===== src/hdl/lsm_pkg.sv =====
// Shared definitions for the line substring matcher: widths, byte codes,
// register indexes, the match configuration struct and the case fold.
// No dependencies.
package lsm_pkg;

  // Defaults for the top-level parameters.
  localparam int PATTERN_BYTES_DEFAULT = 16;
  localparam int CHUNK_LIMIT_DEFAULT   = 100;

  // Number of pattern bytes the two pattern registers can hold.
  localparam int REG_PATTERN_BYTES = 16;

  // Field and port widths.
  localparam int LEN_W       = 5;
  localparam int ADDR_W      = 5;
  localparam int DATA_W      = 64;
  localparam int LINE_W      = 32;
  localparam int CHUNK_LEN_W = 7;

  typedef logic [7:0] byte_t;

  // Byte codes.
  localparam byte_t NUL_BYTE     = 8'h00;
  localparam byte_t NEWLINE_BYTE = 8'h0A;
  localparam byte_t UPPER_A      = 8'h41;
  localparam byte_t UPPER_Z      = 8'h5A;
  localparam byte_t CASE_OFFSET  = 8'h20;

  // Configuration register indexes (byte address is eight times the index).
  typedef enum logic [1:0] {
    REG_PATTERN_LOW    = 2'd0,
    REG_PATTERN_HIGH   = 2'd1,
    REG_PATTERN_LENGTH = 2'd2,
    REG_FOLD_CASE      = 2'd3
  } reg_index_t;

  // Settings that the datapath takes from the register block.
  typedef struct packed {
    logic [LEN_W-1:0] eff_len;
    logic             fold_case;
  } match_cfg_t;

  // Folds ASCII uppercase to lowercase when case is ignored.
  function automatic byte_t fold_byte(byte_t b, logic fold_en);
    if (fold_en && b >= UPPER_A && b <= UPPER_Z) begin
      return b + CASE_OFFSET;
    end
    return b;
  endfunction

endpackage


===== src/hdl/lsm_cfg.sv =====
// Configuration registers of the line substring matcher, with the APB
// write and read paths and the per-cell view of the pattern.
// Depends on lsm_pkg.
module lsm_cfg #(
  parameter int CELLS = lsm_pkg::PATTERN_BYTES_DEFAULT
) (
  input  logic                               clk,
  input  logic                               rst,
  input  logic                               psel,
  input  logic                               penable,
  input  logic                               pwrite,
  input  logic [lsm_pkg::ADDR_W-1:0]         paddr,
  input  logic [lsm_pkg::DATA_W-1:0]         pwdata,
  output logic [lsm_pkg::DATA_W-1:0]         prdata,
  output lsm_pkg::match_cfg_t                cfg,
  output lsm_pkg::byte_t [CELLS-1:0]         cell_pattern,
  output logic [CELLS-1:0]                   cell_active
);
  import lsm_pkg::*;

  localparam int PAT_W = 8 * REG_PATTERN_BYTES;

  logic [DATA_W-1:0] pattern_low;
  logic [DATA_W-1:0] pattern_high;
  logic [LEN_W-1:0]  pattern_length;
  logic              fold_case;

  logic              write_en;
  reg_index_t        reg_index;
  logic [PAT_W-1:0]  pat_word;
  logic [PAT_W-1:0]  rev_word;
  logic [PAT_W-1:0]  aligned_word;
  logic [LEN_W-1:0]  clip_len;
  logic [LEN_W-1:0]  eff_len;
  logic [LEN_W-1:0]  shift_bytes;

  assign write_en  = psel && penable && pwrite;
  assign reg_index = reg_index_t'(paddr[ADDR_W-1:3]);

  // Register writes; the registers hold only their defined bits.
  always_ff @(posedge clk) begin
    if (rst) begin
      pattern_low    <= '0;
      pattern_high   <= '0;
      pattern_length <= '0;
      fold_case      <= 1'b0;
    end else if (write_en) begin
      unique case (reg_index)
        REG_PATTERN_LOW:    pattern_low    <= pwdata;
        REG_PATTERN_HIGH:   pattern_high   <= pwdata;
        REG_PATTERN_LENGTH: pattern_length <= pwdata[LEN_W-1:0];
        REG_FOLD_CASE:      fold_case      <= pwdata[0];
      endcase
    end
  end

  // Read-back of the addressed register.
  always_comb begin
    unique case (reg_index)
      REG_PATTERN_LOW:    prdata = pattern_low;
      REG_PATTERN_HIGH:   prdata = pattern_high;
      REG_PATTERN_LENGTH: prdata = {{(DATA_W-LEN_W){1'b0}}, pattern_length};
      REG_FOLD_CASE:      prdata = {{(DATA_W-1){1'b0}}, fold_case};
    endcase
  end

  assign pat_word = {pattern_high, pattern_low};

  // Length in effect: clipped to the cell count and cut at the first NUL.
  always_comb begin
    if (pattern_length > LEN_W'(CELLS)) begin
      clip_len = LEN_W'(CELLS);
    end else begin
      clip_len = pattern_length;
    end
    eff_len = clip_len;
    for (int i = CELLS - 1; i >= 0; i--) begin
      if (LEN_W'(i) < clip_len && pat_word[8*i +: 8] == NUL_BYTE) begin
        eff_len = LEN_W'(i);
      end
    end
  end

  // Reverse the byte order so that one right shift lines up the last
  // pattern byte with the newest cell.
  always_comb begin
    for (int j = 0; j < REG_PATTERN_BYTES; j++) begin
      rev_word[8*j +: 8] = pat_word[8*(REG_PATTERN_BYTES-1-j) +: 8];
    end
  end

  assign shift_bytes  = LEN_W'(REG_PATTERN_BYTES) - eff_len;
  assign aligned_word = rev_word >> {shift_bytes, 3'b000};

  // Cell k compares against pattern byte eff_len-1-k, folded as the text is.
  always_comb begin
    for (int k = 0; k < CELLS; k++) begin
      cell_pattern[k] = fold_byte(aligned_word[8*k +: 8], fold_case);
      cell_active[k]  = LEN_W'(k) < eff_len;
    end
  end

  assign cfg.eff_len   = eff_len;
  assign cfg.fold_case = fold_case;

endmodule


===== src/hdl/lsm_cell.sv =====
// One cell of the text window: holds one recent byte, passes it on to the
// next cell on every shift and compares the arriving byte with its pattern byte.
// Depends on lsm_pkg.
module lsm_cell (
  input  logic           clk,
  input  logic           shift,
  input  lsm_pkg::byte_t byte_in,
  input  lsm_pkg::byte_t pattern,
  input  logic           active,
  output lsm_pkg::byte_t stored,
  output logic           hit
);
  import lsm_pkg::*;

  // Window byte; it moves one cell along with each searched byte.
  always_ff @(posedge clk) begin
    if (shift) begin
      stored <= byte_in;
    end
  end

  // The arriving byte is the one this cell holds after the shift.
  assign hit = !active || (byte_in == pattern);

endmodule


===== src/hdl/line_substring_matcher_unit.sv =====
// Line substring matcher: top level with chunking, line counting, the cell
// chain and the result register.
// Depends on lsm_pkg, lsm_cfg and lsm_cell.
//
// Text arrives one byte per transfer on the input channel (text_byte, with
// final_byte marking the last byte of the input). A chunk ends at a newline,
// after CHUNK_LIMIT-1 bytes or at the final byte; for each chunk one result
// transfer carries matched, line_number and chunk_length.
// Each byte is handled in the cycle it is taken; while the output register is
// free or being taken a new byte can be taken on every clock, one byte per cycle.
// A result enters the output register in the cycle after its chunk's last byte.
// The window is a chain of one cell per pattern byte; each cell compares the
// byte arriving in it, so the match decision is one AND over the chain.
// While a result waits to be taken the input stays ready as long as the
// receiver takes it in the same cycle; a stalled receiver stops input until
// the result is taken. The pattern registers are written and read over the
// APB port, pready is always high.
// Reset clears the chunk state, the line counter, the result valid flag and
// all configuration registers; no clearing pass is needed.
module line_substring_matcher_unit #(
  parameter int PATTERN_BYTES = lsm_pkg::PATTERN_BYTES_DEFAULT,
  parameter int CHUNK_LIMIT   = lsm_pkg::CHUNK_LIMIT_DEFAULT
) (
  input  logic                            clk,
  input  logic                            rst,
  input  logic                            in_valid,
  output logic                            in_ready,
  input  lsm_pkg::byte_t                  text_byte,
  input  logic                            final_byte,
  output logic                            out_valid,
  input  logic                            out_ready,
  output logic                            matched,
  output logic [lsm_pkg::LINE_W-1:0]      line_number,
  output logic [lsm_pkg::CHUNK_LEN_W-1:0] chunk_length,
  input  logic                            psel,
  input  logic                            penable,
  input  logic                            pwrite,
  input  logic [lsm_pkg::ADDR_W-1:0]      paddr,
  input  logic [lsm_pkg::DATA_W-1:0]      pwdata,
  output logic [lsm_pkg::DATA_W-1:0]      prdata,
  output logic                            pready
);
  import lsm_pkg::*;

  // Pattern bytes beyond the registers read as NUL, so no more cells are used.
  localparam int CELLS = (PATTERN_BYTES < REG_PATTERN_BYTES) ?
                         PATTERN_BYTES : REG_PATTERN_BYTES;
  localparam int CNT_W = $clog2(CHUNK_LIMIT);
  localparam int CMP_W = (CNT_W > LEN_W) ? CNT_W : LEN_W;

  match_cfg_t         cfg;
  byte_t [CELLS-1:0]  cell_pattern;
  logic  [CELLS-1:0]  cell_active;
  byte_t              chain [CELLS];
  logic  [CELLS-1:0]  hits;

  logic               in_xfer;
  logic               out_xfer;
  byte_t              folded;
  logic               shift;
  logic               match_now;
  logic               ends;

  logic [CNT_W-1:0]   count;
  logic [CNT_W-1:0]   count_next;
  logic               after_nul;
  logic               found;
  logic [LINE_W-1:0]  chunk_counter;
  logic [LINE_W-1:0]  chunk_counter_next;

  assign pready = 1'b1;

  lsm_cfg #(
    .CELLS (CELLS)
  ) u_cfg (
    .clk          (clk),
    .rst          (rst),
    .psel         (psel),
    .penable      (penable),
    .pwrite       (pwrite),
    .paddr        (paddr),
    .pwdata       (pwdata),
    .prdata       (prdata),
    .cfg          (cfg),
    .cell_pattern (cell_pattern),
    .cell_active  (cell_active)
  );

  // Handshake: the output register frees up in the cycle it is taken.
  assign in_ready = !out_valid || out_ready;
  assign in_xfer  = in_valid && in_ready;
  assign out_xfer = out_valid && out_ready;

  // Bytes after a NUL in the chunk, and the NUL itself, are not searched.
  assign folded = fold_byte(text_byte, cfg.fold_case);
  assign shift  = in_xfer && !after_nul && (text_byte != NUL_BYTE);

  // Chain of window cells; cell 0 takes the newest byte.
  for (genvar k = 0; k < CELLS; k++) begin : g_cell
    byte_t cell_in;
    if (k == 0) begin : g_head
      assign cell_in = folded;
    end else begin : g_link
      assign cell_in = chain[k-1];
    end
    lsm_cell u_cell (
      .clk     (clk),
      .shift   (shift),
      .byte_in (cell_in),
      .pattern (cell_pattern[k]),
      .active  (cell_active[k]),
      .stored  (chain[k]),
      .hit     (hits[k])
    );
  end

  // Chunk length so far, including this byte; it never reaches 2**CNT_W.
  assign count_next = count + 1'b1;

  // A hit needs the whole pattern to lie inside the current chunk.
  assign match_now = shift && (cfg.eff_len != '0) &&
                     (CMP_W'(count_next) >= CMP_W'(cfg.eff_len)) && (&hits);

  assign ends = (text_byte == NEWLINE_BYTE) ||
                (count_next >= CNT_W'(CHUNK_LIMIT - 1)) || final_byte;

  // Line counter saturates at its maximum.
  assign chunk_counter_next = (chunk_counter == '1) ? chunk_counter :
                              chunk_counter + 1'b1;

  // Chunk state, line counter and output valid.
  always_ff @(posedge clk) begin
    if (rst) begin
      count         <= '0;
      after_nul     <= 1'b0;
      found         <= 1'b0;
      chunk_counter <= '0;
      out_valid     <= 1'b0;
    end else begin
      // A new result refills the register in the cycle the old one leaves.
      priority if (in_xfer && ends) begin
        out_valid <= 1'b1;
      end else if (out_xfer) begin
        out_valid <= 1'b0;
      end else begin
        out_valid <= out_valid;
      end
      if (in_xfer) begin
        if (ends) begin
          count         <= '0;
          after_nul     <= 1'b0;
          found         <= 1'b0;
          chunk_counter <= chunk_counter_next;
        end else begin
          count <= count_next;
          if (text_byte == NUL_BYTE) begin
            after_nul <= 1'b1;
          end
          if (match_now) begin
            found <= 1'b1;
          end
        end
      end
    end
  end

  // Result payload, loaded by the byte that ends a chunk.
  always_ff @(posedge clk) begin
    if (in_xfer && ends) begin
      matched      <= found || match_now || (cfg.eff_len == '0);
      line_number  <= chunk_counter_next;
      chunk_length <= CHUNK_LEN_W'(count_next);
    end
  end

  // The stored chunk length stays below the point at which a chunk is cut.
  assert property (@(posedge clk) disable iff (rst)
    count <= CNT_W'(CHUNK_LIMIT - 2))
    else $error("chunk byte count past the chunk limit");

  // A chunk that ends leaves a result and a cleared chunk state behind.
  assert property (@(posedge clk) disable iff (rst)
    (in_xfer && ends) |=> (out_valid && count == '0 && !found && !after_nul))
    else $error("chunk end did not produce a result or clear the chunk state");

  // A NUL inside a chunk stops the search for the rest of the chunk.
  assert property (@(posedge clk) disable iff (rst)
    (in_xfer && !ends && text_byte == NUL_BYTE) |=> after_nul)
    else $error("NUL byte did not stop the search");

  // Below saturation each result carries the next line number.
  assert property (@(posedge clk) disable iff (rst)
    (in_xfer && ends && chunk_counter != '1) |=>
      (line_number == $past(chunk_counter) + 1'b1))
    else $error("line number did not advance by one");

  // A waiting result that is not taken holds off further input.
  assert property (@(posedge clk) disable iff (rst)
    (out_valid && !out_ready) |-> !in_ready)
    else $error("input taken while the result register is full");

endmodule


===== config.mk =====
export PLATFORM = sky130hd
export DESIGN_NAME = line_substring_matcher_unit
export DESIGN_NICKNAME = d
export VERILOG_FILES = /design/src/hdl/lsm_pkg.sv /design/src/hdl/lsm_cfg.sv /design/src/hdl/lsm_cell.sv /design/src/hdl/line_substring_matcher_unit.sv
export SDC_FILE = /design/constraint.sdc
export NUM_CORES = 1
export LEC_CHECK = 0
export BUFFER_PORTS_ARGS = -buffer_cell sky130_fd_sc_hd__buf_2
export CORE_MARGIN = 1.5
export CORE_UTILIZATION = 30
export DETAILED_ROUTE_END_ITERATION = 16
export PLACE_DENSITY = 0.55
export SLEW_MARGIN = 20
export SYNTH_ARGS = -nofsm -noshare
export SYNTH_HDL_FRONTEND = slang
export SYNTH_HIERARCHICAL = 1
export SYNTH_SLANG_ARGS = --single-unit

===== constraint.sdc =====
create_clock -name clk -period 16.95 [get_ports clk]
set_input_delay 1.695 -clock clk [delete_from_list [all_inputs] [get_ports clk]]
set_output_delay 1.695 -clock clk [all_outputs]
set_load 0.02 [all_outputs]

# Word-level counts from Yosys, hierarchy flattened

Cells that the tools add are included.

Output and inout port bits: 107
Bits in read-only memories: 0
Memories kept: 0
Word-level logic and storage cells: 346
Bits of input ports: 85
Bits in latches: 0
Bits in writable memories: 0
Register bits: 336

Muxes and demuxes: 77
Add/subtract/negate cells: 20
Reduce and logical (&&, ||, !) cells: 131
Multipliers: 0
Divide/modulo/power cells: 0
Bitwise logic cells: 0
Shift-type cells: 1
Eq/ne operators: 21
Order comparisons: 69

Operators by type and width:

| cell                    | count |
|---|---|
| $mux W8                 | 34 |
| $pmux W64 S4            | 1 |
| $add A8 B6 Y8 const B   | 17 |
| $ge A8 B7 Y1 const B    | 17 |
| $le A8 B7 Y1 const B    | 17 |
| $logic_not A8 Y1        | 17 |
| $eq A8 B8 Y1            | 16 |
| $shr A128 B8 Y128       | 1 |
| $mux W5                 | 17 |
| $lt A4 B5 Y1 const A    | 16 |
| $logic_and A1 B1 Y1     | 60 |
| $lt A3 B5 Y1 const A    | 8 |
| $add A32 B1 Y32 const B | 1 |
| $eq A32 B32 Y1 const B  | 1 |
| $mux W32                | 1 |
| $mux W1                 | 23 |
| $logic_or A1 B1 Y1      | 21 |
| $lt A1 B5 Y1 const A    | 4 |
| $lt A2 B5 Y1 const A    | 4 |
| $logic_not A1 Y1        | 18 |
| $reduce_and A16 Y1      | 1 |
| $reduce_and A2 Y1       | 7 |
| $eq A8 B4 Y1 const B    | 1 |
| $reduce_bool A8 Y1      | 1 |
| other kinds (12)        | 15 |

# Depth between registers and ports, before layout

Gate-level depths: netlist of the first run.

Depth after elaboration: 33
Depth in mapped cells: 35
Mapped depth without buffers: 25

# Modules after synthesis

Netlist of the first run, hierarchy kept.

By module, submodules not included:

| module                      | instances | cells each | sequential area each (um2) | area each (um2) |
|---|---|---|---|---|
| lsm_cfg                     | 1         | 1802       | 2682.6                     | 13867.0 |
| lsm_cell                    | 16        | 19         | 240.2                      | 327.8 |
| line_substring_matcher_unit | 1         | 414        | 2042.0                     | 4190.3 |

# Worst setup path before layout of the first run

OpenSTA, ideal clock, no wires.

Path type: input-to-reg
Start: input out_ready
End: register found
Required time: 16843 ps
Setup time: 107 ps
Buffers on the path: 0
Slack: 4302 ps
Data arrival time: 12541 ps
Stages: 6
Cell sequence: nand2b_1 -> nand2_1 -> a211oi_1 -> nand3_1 -> o21bai_1 -> nor3b_1

Longest elaborated chain between the ends: 9

RTL lines:

| element                          | RTL line                           | text |
|---|---|---|
| start, declared                  | line_substring_matcher_unit.sv:31  | `input logic out_ready,` |
| $logic_or A1 B1 Y1               | line_substring_matcher_unit.sv:90  | `assign in_ready = !out_valid \|\| out_ready;` |
| $logic_and A1 B1 Y1              | line_substring_matcher_unit.sv:91  | `assign in_xfer = in_valid && in_ready;` |
| $logic_and A1 B1 Y1 (2 in a row) | line_substring_matcher_unit.sv:96  | `assign shift = in_xfer && !after_nul && (text_byte != NUL_BYTE);` |
| via shift                        | line_substring_matcher_unit.sv:60  | `logic shift;` |
| $logic_and A1 B1 Y1 (2 in a row) | line_substring_matcher_unit.sv:121 | `assign match_now = shift && (cfg.eff_len != '0) &&` |
| $logic_and A1 B1 Y1              | line_substring_matcher_unit.sv:122 | `(CMP_W'(count_next) >= CMP_W'(cfg.eff_len)) && (&hits);` |
| $reduce_bool A2 Y1 (no line)     | -                                  |  |
| $reduce_and A2 Y1 (no line)      | -                                  |  |
| end signal, assigned             | line_substring_matcher_unit.sv:136 | `found <= 1'b0;` |
| end signal, assigned             | line_substring_matcher_unit.sv:152 | `found <= 1'b0;` |
| end signal, assigned             | line_substring_matcher_unit.sv:160 | `found <= 1'b1;` |
| end, declared                    | line_substring_matcher_unit.sv:67  | `logic found;` |

The timed path passes the listed nets, and every way through them passes these cells.
A chain may end at the register's enable or synchronous reset.

==> run summary, run 1 <==
* delay contributed by the slowest stage of the critical path: 940 ps
* unrepaired setup endpoints after global routing: no
* Worst R2R End: found$_SDFFE_PP0P_
* Vert. Die Dim: 280.3 um
* number of cell rows: 101
* warnings from Yosys: 6
* clock tree from TritonCTS: done
* pin count of the biggest net entering global routing: 100
* total number of vias: 21.09k
* total length of routed met2 wires: 40060 um
* buffer type at the clock tree root: sky130_fd_sc_hd__clkbuf_16
* uppermost signal routing layer after detailed routing: met5
* Die W: 280.3 um
* slowest cell on the critical path: sky130_fd_sc_hd__a211oi_1
* number of gates resized after cts: 0
* critical path capture point type: register
* post-route ant nets: 0
* # nets final: 2710
* Data arrival, critical path: 9470 ps
* number of cells produced by synthesis: 2512
* critical path launch point type: register
* Hold Crit Class: reg2reg
* met3 routed wirelength: 7972 um
* initial cell density of the core: 30.31%
* critical path class: reg2reg
* cell depth of the worst min-delay path: 0
* cell leakage power: 9.244 nW
* hpwl dp: 66970 um
* GRT overflow: 0
* insertion delay of the later-clocked pin in the worst-skew pair: 580 ps
* number of antenna violations at the first check in global routing: 3
* wire length of the first global-routing pass: 132300 um
* drt via density: 5.765
* layout cells sized above 1: 17.66%
* port buffer count: 187
* cell area reported after detailed placement: 24720 um^2
* Post-Route M1 WL: 37320 um
* Post-Synthesis Mean Instance Area: 9.181 um^2
* Least-Margin Pin Slew: 1184 ps
* launch point of the worst hold path: g_cell[2].u_cell/stored[1]$_DFFE_PP_
* Data required, critical path: 17420 ps
* number of placed instances, taps included: 3589
* Synth Net Count: 2623
* setup bufs post-CTS: 0
* die area: 78550 um^2
* shortest period the worst path allows: 8995 ps
* Final Max Tran Viols: 0
* Fin. Hold Viols: 0
* max-capacitance violation count: 0
* power per standard cell area: 85.13 nW/um^2
* global-route usage over all layers: 22.45%
* CTS Hold Buffers Added: 0
* Max rail drop VDD: 69.50 uV
* register-to-register path setup slack: 7950 ps
* number of clock sinks seen by CTS: 336
* most common cell after layout, fill and taps aside: sky130_fd_sc_hd__nand2_1
* Max clock buf depth: 3
* largest fanout on the critical path: 44
* achievable frequency: 111.2 MHz
* Avg WL per Cell: 24.65 um
* DRC violation total after the first TritonRoute iteration: 2452
* Min Hold Slack: 471.0 ps
* router iterations before antenna repair: 7
* total number of H-tree levels: 2
* I/O Pins: 192
* count of cells along the worst register-to-register path: 26
* Top delay family on crit path: simple AND/OR/NAND/NOR gates
* area of all placed cells without fillers: 25960 um^2
* growth of design area from synthesis to finish: 12.59%
* register clock-pin slew on the reported worst setup and hold paths: 70 ps
* Setup Skew: 20.79 ps
* DRC: 0
* power consumption: 2.210 mW
* number of buffer and inverter stages on the critical path: 2
* routability congestion estimate: 1.048
* post-route clock period utilization: 53.07%
* status: finished, final reports clean
* Slew Limit Headroom: 18.80%
* core area: 76080 um^2
* final sum of negative setup slack: 0 ps
* Detailed Route WL: 90180 um
* clock buffer count from CTS: 38
* number of global-route vias before repair: 19.62k
* hold endpoint: g_cell[3].u_cell/stored[1]$_DFFE_PP_
* Post-Layout Cell Count: 3658
* commonest cells after routing, fill and taps aside: sky130_fd_sc_hd__nand2_1 (382), sky130_fd_sc_hd__a21oi_1 (218), sky130_fd_sc_hd__buf_2 (185)
* Cell Area, Synth: 23060 um^2
* total of endpoints with negative setup slack in the final report: 0
* Critical R2R Launch: u_cfg/pattern_low[20]$_SDFFE_PP0P_
per-layer routing:
layer,GRT usage (%),vias to the layer above
li1,-,9498
met1,30.22,10250
met2,34.74,1101
met3,3.889,236
met4,10.87,4
met5,0,-
worst reg2reg max path, stage by stage (launching register included):
cell and delay (ps):
sky130_fd_sc_hd__dfxtp_1 480, sky130_fd_sc_hd__nor4_1 750, sky130_fd_sc_hd__nand2_1 200, sky130_fd_sc_hd__nor3_1 390
sky130_fd_sc_hd__nor4_4 130, sky130_fd_sc_hd__a21o_2 210, sky130_fd_sc_hd__buf_4 290, sky130_fd_sc_hd__nor2_8 140
sky130_fd_sc_hd__buf_4 610, sky130_fd_sc_hd__ha_2 490, sky130_fd_sc_hd__nor3b_1 340, sky130_fd_sc_hd__a2bb2oi_2 240
sky130_fd_sc_hd__nand2_4 440, sky130_fd_sc_hd__mux2_2 390, sky130_fd_sc_hd__a211oi_1 940, sky130_fd_sc_hd__nor2_1 220
sky130_fd_sc_hd__or4_1 590, sky130_fd_sc_hd__nand3_1 130, sky130_fd_sc_hd__mux2_1 360, sky130_fd_sc_hd__xnor2_1 160
sky130_fd_sc_hd__nand4_1 120, sky130_fd_sc_hd__o21ai_1 160, sky130_fd_sc_hd__nand4_1 170, sky130_fd_sc_hd__nor4_1 440
sky130_fd_sc_hd__nand3_1 130, sky130_fd_sc_hd__o21bai_1 170, sky130_fd_sc_hd__nor3b_1 190
power breakdown:
part | leakage [nW] | internal [mW] | switching [mW]
combinational | 5.68 | 0.150 | 0.320
sequential | 2.97 | 0.883 | 0.0275
clock | 0.599 | 0.473 | 0.356
total | 9.24 | 1.51 | 0.704
worst max path at each step:
| stage | end | slack [ps] | depth (start not counted) | start |
|---|---|---|---|---|
| floorplan | found$_SDFFE_PP0P_ | 4910 | 6 | out_ready |
| global placement | found$_SDFFE_PP0P_ | 8160 | 25 | u_cfg/pattern_length[4]$_SDFFE_PP0P_ |
| detailed placement | found$_SDFFE_PP0P_ | 8200 | 26 | u_cfg/pattern_length[4]$_SDFFE_PP0P_ |
| CTS | found$_SDFFE_PP0P_ | 8160 | 26 | u_cfg/pattern_low[20]$_SDFFE_PP0P_ |
| global route | found$_SDFFE_PP0P_ | 7390 | 26 | u_cfg/pattern_length[4]$_SDFFE_PP0P_ |
| finish | found$_SDFFE_PP0P_ | 7950 | 26 | u_cfg/pattern_low[20]$_SDFFE_PP0P_ |
through the flow:
| step | worst slack [ps] | utilization, % |
|---|---|---|
| CTS | 8165 | 34.13 |
| floorplan | 4908 | - |
| global placement | 8159 | 32.49 |
| detailed placement | 8203 | 32.49 |
| global route | 7388 | 34.13 |
| finish | 7955 | 34.13 |
final cells by class:
type | instances | area [um^2]
multi-input cells | 1953 | 13710
clock buffers | 53 | 1057
flip-flops and latches | 336 | 8328
clock inverters | 15 | 188.9
repair buffers | 221 | 1200
fillers | 8006 | 50110
well taps | 1030 | 1289
inverters | 49 | 187.7
diodes | 1 | 2.502
state kept, by name, indices dropped and copies added, names as in the netlist:
register	flops
after_nul	1
chunk_counter	32
chunk_length	7
count	7
found	1
g_cell.u_cell/stored	120
line_number	32
matched	1
out_valid	1
u_cfg/fold_case	1
u_cfg/pattern_high	64
u_cfg/pattern_length	5
u_cfg/pattern_low	64
Power figures use the tool's default switching activity.
==> inputs of run 2 (changes only) <==
==> constraint.sdc (replaced) <==
create_clock -name clk -period 8.9 [get_ports clk]
set_input_delay 0.89 -clock clk [delete_from_list [all_inputs] [get_ports clk]]
set_output_delay 0.89 -clock clk [all_outputs]
set_load 0.02 [all_outputs]
==> run summary, run 2 (synthesis results as in run 1) <==
* Final Max Tran Viols: 0
* number of cell rows: 101
* number of clock sinks seen by CTS: 336
* Data arrival, critical path: 8290 ps
* critical path class: reg2reg
* Cell Int Power: 2.911 mW
* Top delay family on crit path: simple AND/OR/NAND/NOR gates
* layout cells sized above 1: 18.57%
* delay contributed by the slowest stage of the critical path: 750 ps
* router iterations before antenna repair: 5
* total of endpoints with negative setup slack in the final report: 0
* flip-flop count of the largest register after layout: 120
* register clock-pin slew on the reported worst setup and hold paths: 60 ps
* die area: 78550 um^2
* Avg WL per Cell: 25.10 um
* Combinational Power Share: 21.9%
* Least-Margin Pin Slew: 1046 ps
* I/O Pins: 192
* most common cell after layout, fill and taps aside: sky130_fd_sc_hd__nand2_1
* Regs by FF count: g_cell.u_cell/stored (120), u_cfg/pattern_high (64), u_cfg/pattern_low (64)
* unrepaired setup endpoints after global routing: no
* number of antenna violations at the first check in global routing: 4
* Min Hold Slack: 473.0 ps
* total number of vias: 21.05k
* net switching power: 1.339 mW
* GRT overflow: 0
* critical path launch point type: register
* clock network fraction of total power: 37.3%
* port buffer count: 187
* switching share of power: 31.50%
* # nets final: 2741
* growth of design area from synthesis to finish: 13.79%
* clock buffer count from CTS: 38
* DRC violation total after the first TritonRoute iteration: 2448
* Hold Crit Class: reg2reg
* core area: 76080 um^2
* Die W: 280.3 um
* post-route clock period utilization: 87.97%
* shortest period the worst path allows: 7829 ps
* insertion delay of the later-clocked pin in the worst-skew pair: 570 ps
* slowest cell on the critical path: sky130_fd_sc_hd__a22oi_1
* Worst Slack Setup Final: 1071 ps
* routability congestion estimate: 1.037
* final sum of negative setup slack: 0 ps
* worst-path cell chain: or4_1 > a211oi_1 > nand2b_1 > nand2_1 > o311ai_4 > buf_4 > ha_2 > nor3b_1 > a2bb2oi_2 > nand2_4 > nor2_1 > a22oi_1 > o22ai_1 > or4_1 > o211ai_2 > nand2b_1 > xnor2_1 > nand4_1 > o21ai_1 > nand4_1 > nor4_1 > nand3_1 > o21bai_1 > nor3b_1
* global-route usage over all layers: 22.98%
* drt via density: 5.703
* post-route ant nets: 0
* Data required, critical path: 9360 ps
* initial cell density of the core: 30.31%
* cell leakage power: 9.424 nW
* most flop-heavy register: g_cell.u_cell/stored
* hpwl dp: 69720 um
* DRC: 0
* Detailed Route WL: 92650 um
* setup bufs post-CTS: 0
* achievable frequency: 127.7 MHz
* CTS Hold Buffers Added: 0
* sequential share of power: 40.8%
* wire length of the first global-routing pass: 134300 um
* status: finished, final reports clean
* commonest cells after routing, fill and taps aside: sky130_fd_sc_hd__nand2_1 (382), sky130_fd_sc_hd__a21oi_1 (218), sky130_fd_sc_hd__buf_2 (185)
* Fin. Hold Viols: 0
* Vert. Die Dim: 280.3 um
* max-capacitance violation count: 0
* number of gates resized after cts: 0
* number of buffer and inverter stages on the critical path: 1
* critical path capture point type: register
* Setup Skew: 22.30 ps
* buffer type at the clock tree root: sky130_fd_sc_hd__clkbuf_16
* largest fanout on the critical path: 44
* Max clock buf depth: 3
* Max rail drop VDD: 120.7 uV
* total number of H-tree levels: 2
* power per standard cell area: 162.0 nW/um^2
* Slew Limit Headroom: 30.14%
* pin count of the biggest net entering global routing: 107
* number of global-route vias before repair: 19.69k
* clock tree from TritonCTS: done
* Post-Place Worst Slack: 1286 ps
[run 2: changes by cell type in the layout (fill, tap and decap cells not counted)]
cell	previous run	this run
sky130_fd_sc_hd__clkinvlp_4	3	2
sky130_fd_sc_hd__clkbuf_2	0	1
sky130_fd_sc_hd__clkinv_1	0	2
sky130_fd_sc_hd__buf_12	0	4
sky130_fd_sc_hd__buf_4	35	62
sky130_fd_sc_hd__clkinv_4	0	1
sky130_fd_sc_hd__clkinv_16	1	0
sky130_fd_sc_hd__clkinv_2	5	4
sky130_fd_sc_hd__clkbuf_16	38	39
sky130_fd_sc_hd__clkinv_8	2	0
sky130_fd_sc_hd__clkbuf_1	10	11
sky130_fd_sc_hd__inv_16	0	1
[run 2: final timing paths]
| check | cells after the start | end | startpoint | slack [ps] |
|---|---|---|---|---|
| setup / recovery | 24 | found$_SDFFE_PP0P_ | u_cfg/pattern_low[34]$_SDFFE_PP0P_ | 1070 |
| hold / removal | 0 | g_cell[6].u_cell/stored[5]$_DFFE_PP_ | g_cell[5].u_cell/stored[5]$_DFFE_PP_ | 470 |
| setup reg to reg | 24 | found$_SDFFE_PP0P_ | u_cfg/pattern_low[34]$_SDFFE_PP0P_ | 1070 |
| hold reg to reg | 0 | g_cell[6].u_cell/stored[5]$_DFFE_PP_ | g_cell[5].u_cell/stored[5]$_DFFE_PP_ | 470 |
[run 2: worst register-to-register path: stages (launching register included)]
cell,delay (ps)
sky130_fd_sc_hd__dfxtp_1,440
sky130_fd_sc_hd__or4_1,660
sky130_fd_sc_hd__a211oi_1,540
sky130_fd_sc_hd__nand2b_1,290
sky130_fd_sc_hd__nand2_1,120
sky130_fd_sc_hd__o311ai_4,90
sky130_fd_sc_hd__buf_4,250
sky130_fd_sc_hd__ha_2,360
sky130_fd_sc_hd__nor3b_1,350
sky130_fd_sc_hd__a2bb2oi_2,240
sky130_fd_sc_hd__nand2_4,610
sky130_fd_sc_hd__nor2_1,360
sky130_fd_sc_hd__a22oi_1,750
sky130_fd_sc_hd__o22ai_1,290
sky130_fd_sc_hd__or4_1,580
sky130_fd_sc_hd__o211ai_2,200
sky130_fd_sc_hd__nand2b_1,110
sky130_fd_sc_hd__xnor2_1,160
sky130_fd_sc_hd__nand4_1,110
sky130_fd_sc_hd__o21ai_1,140
sky130_fd_sc_hd__nand4_1,120
sky130_fd_sc_hd__nor4_1,430
sky130_fd_sc_hd__nand3_1,130
sky130_fd_sc_hd__o21bai_1,170
sky130_fd_sc_hd__nor3b_1,190
[run 2: final cells by class]
type                       instances  area (um^2)
sequential                       336         8328
fill                            8077        49830
inverter                          49        187.7
tap                             1030         1289
clock inverter                    14        150.1
antenna                            1        2.502
multi-input combinational       1953        13710
clock buffer                      56         1091
timing repair buffer             252         1483
[run 2: power groups by stage]
stage               clock network (mW)  logic, mW  registers (mW)
CTS                               1.62      0.909            1.73
global placement                     0      0.909            1.77
floorplan                            0      0.639            1.76
detailed placement                   0      0.906            1.77
finish                            1.59      0.930            1.73
global route                      1.68      0.976            1.74
[run 2: through the flow]
stage | instances | total power, mW | cell area (um^2) | utilization [%]
2_1_floorplan | 2512 | 2.394 | 23070 | -
3_3_place_gp | 3620 | 2.674 | 25000 | 32.86
3_5_place_dp | 3620 | 2.673 | 25000 | 32.86
4_1_cts | 3690 | 4.265 | 26240 | 34.49
5_1_grt | 3691 | 4.393 | 26240 | 34.50
6_report | 3691 | 4.250 | 26240 | 34.50
[run 2: metal layers]
metal	routed length [um]	vias up	global-route usage (%)	share of wire, %
met2	41420	1037	35.93	45
met4	4641	6	10.45	5.0
met5	38	-	0	0.041
met3	8160	222	4.830	8.8
li1	-	9548	-	-
met1	38390	10240	30.35	41
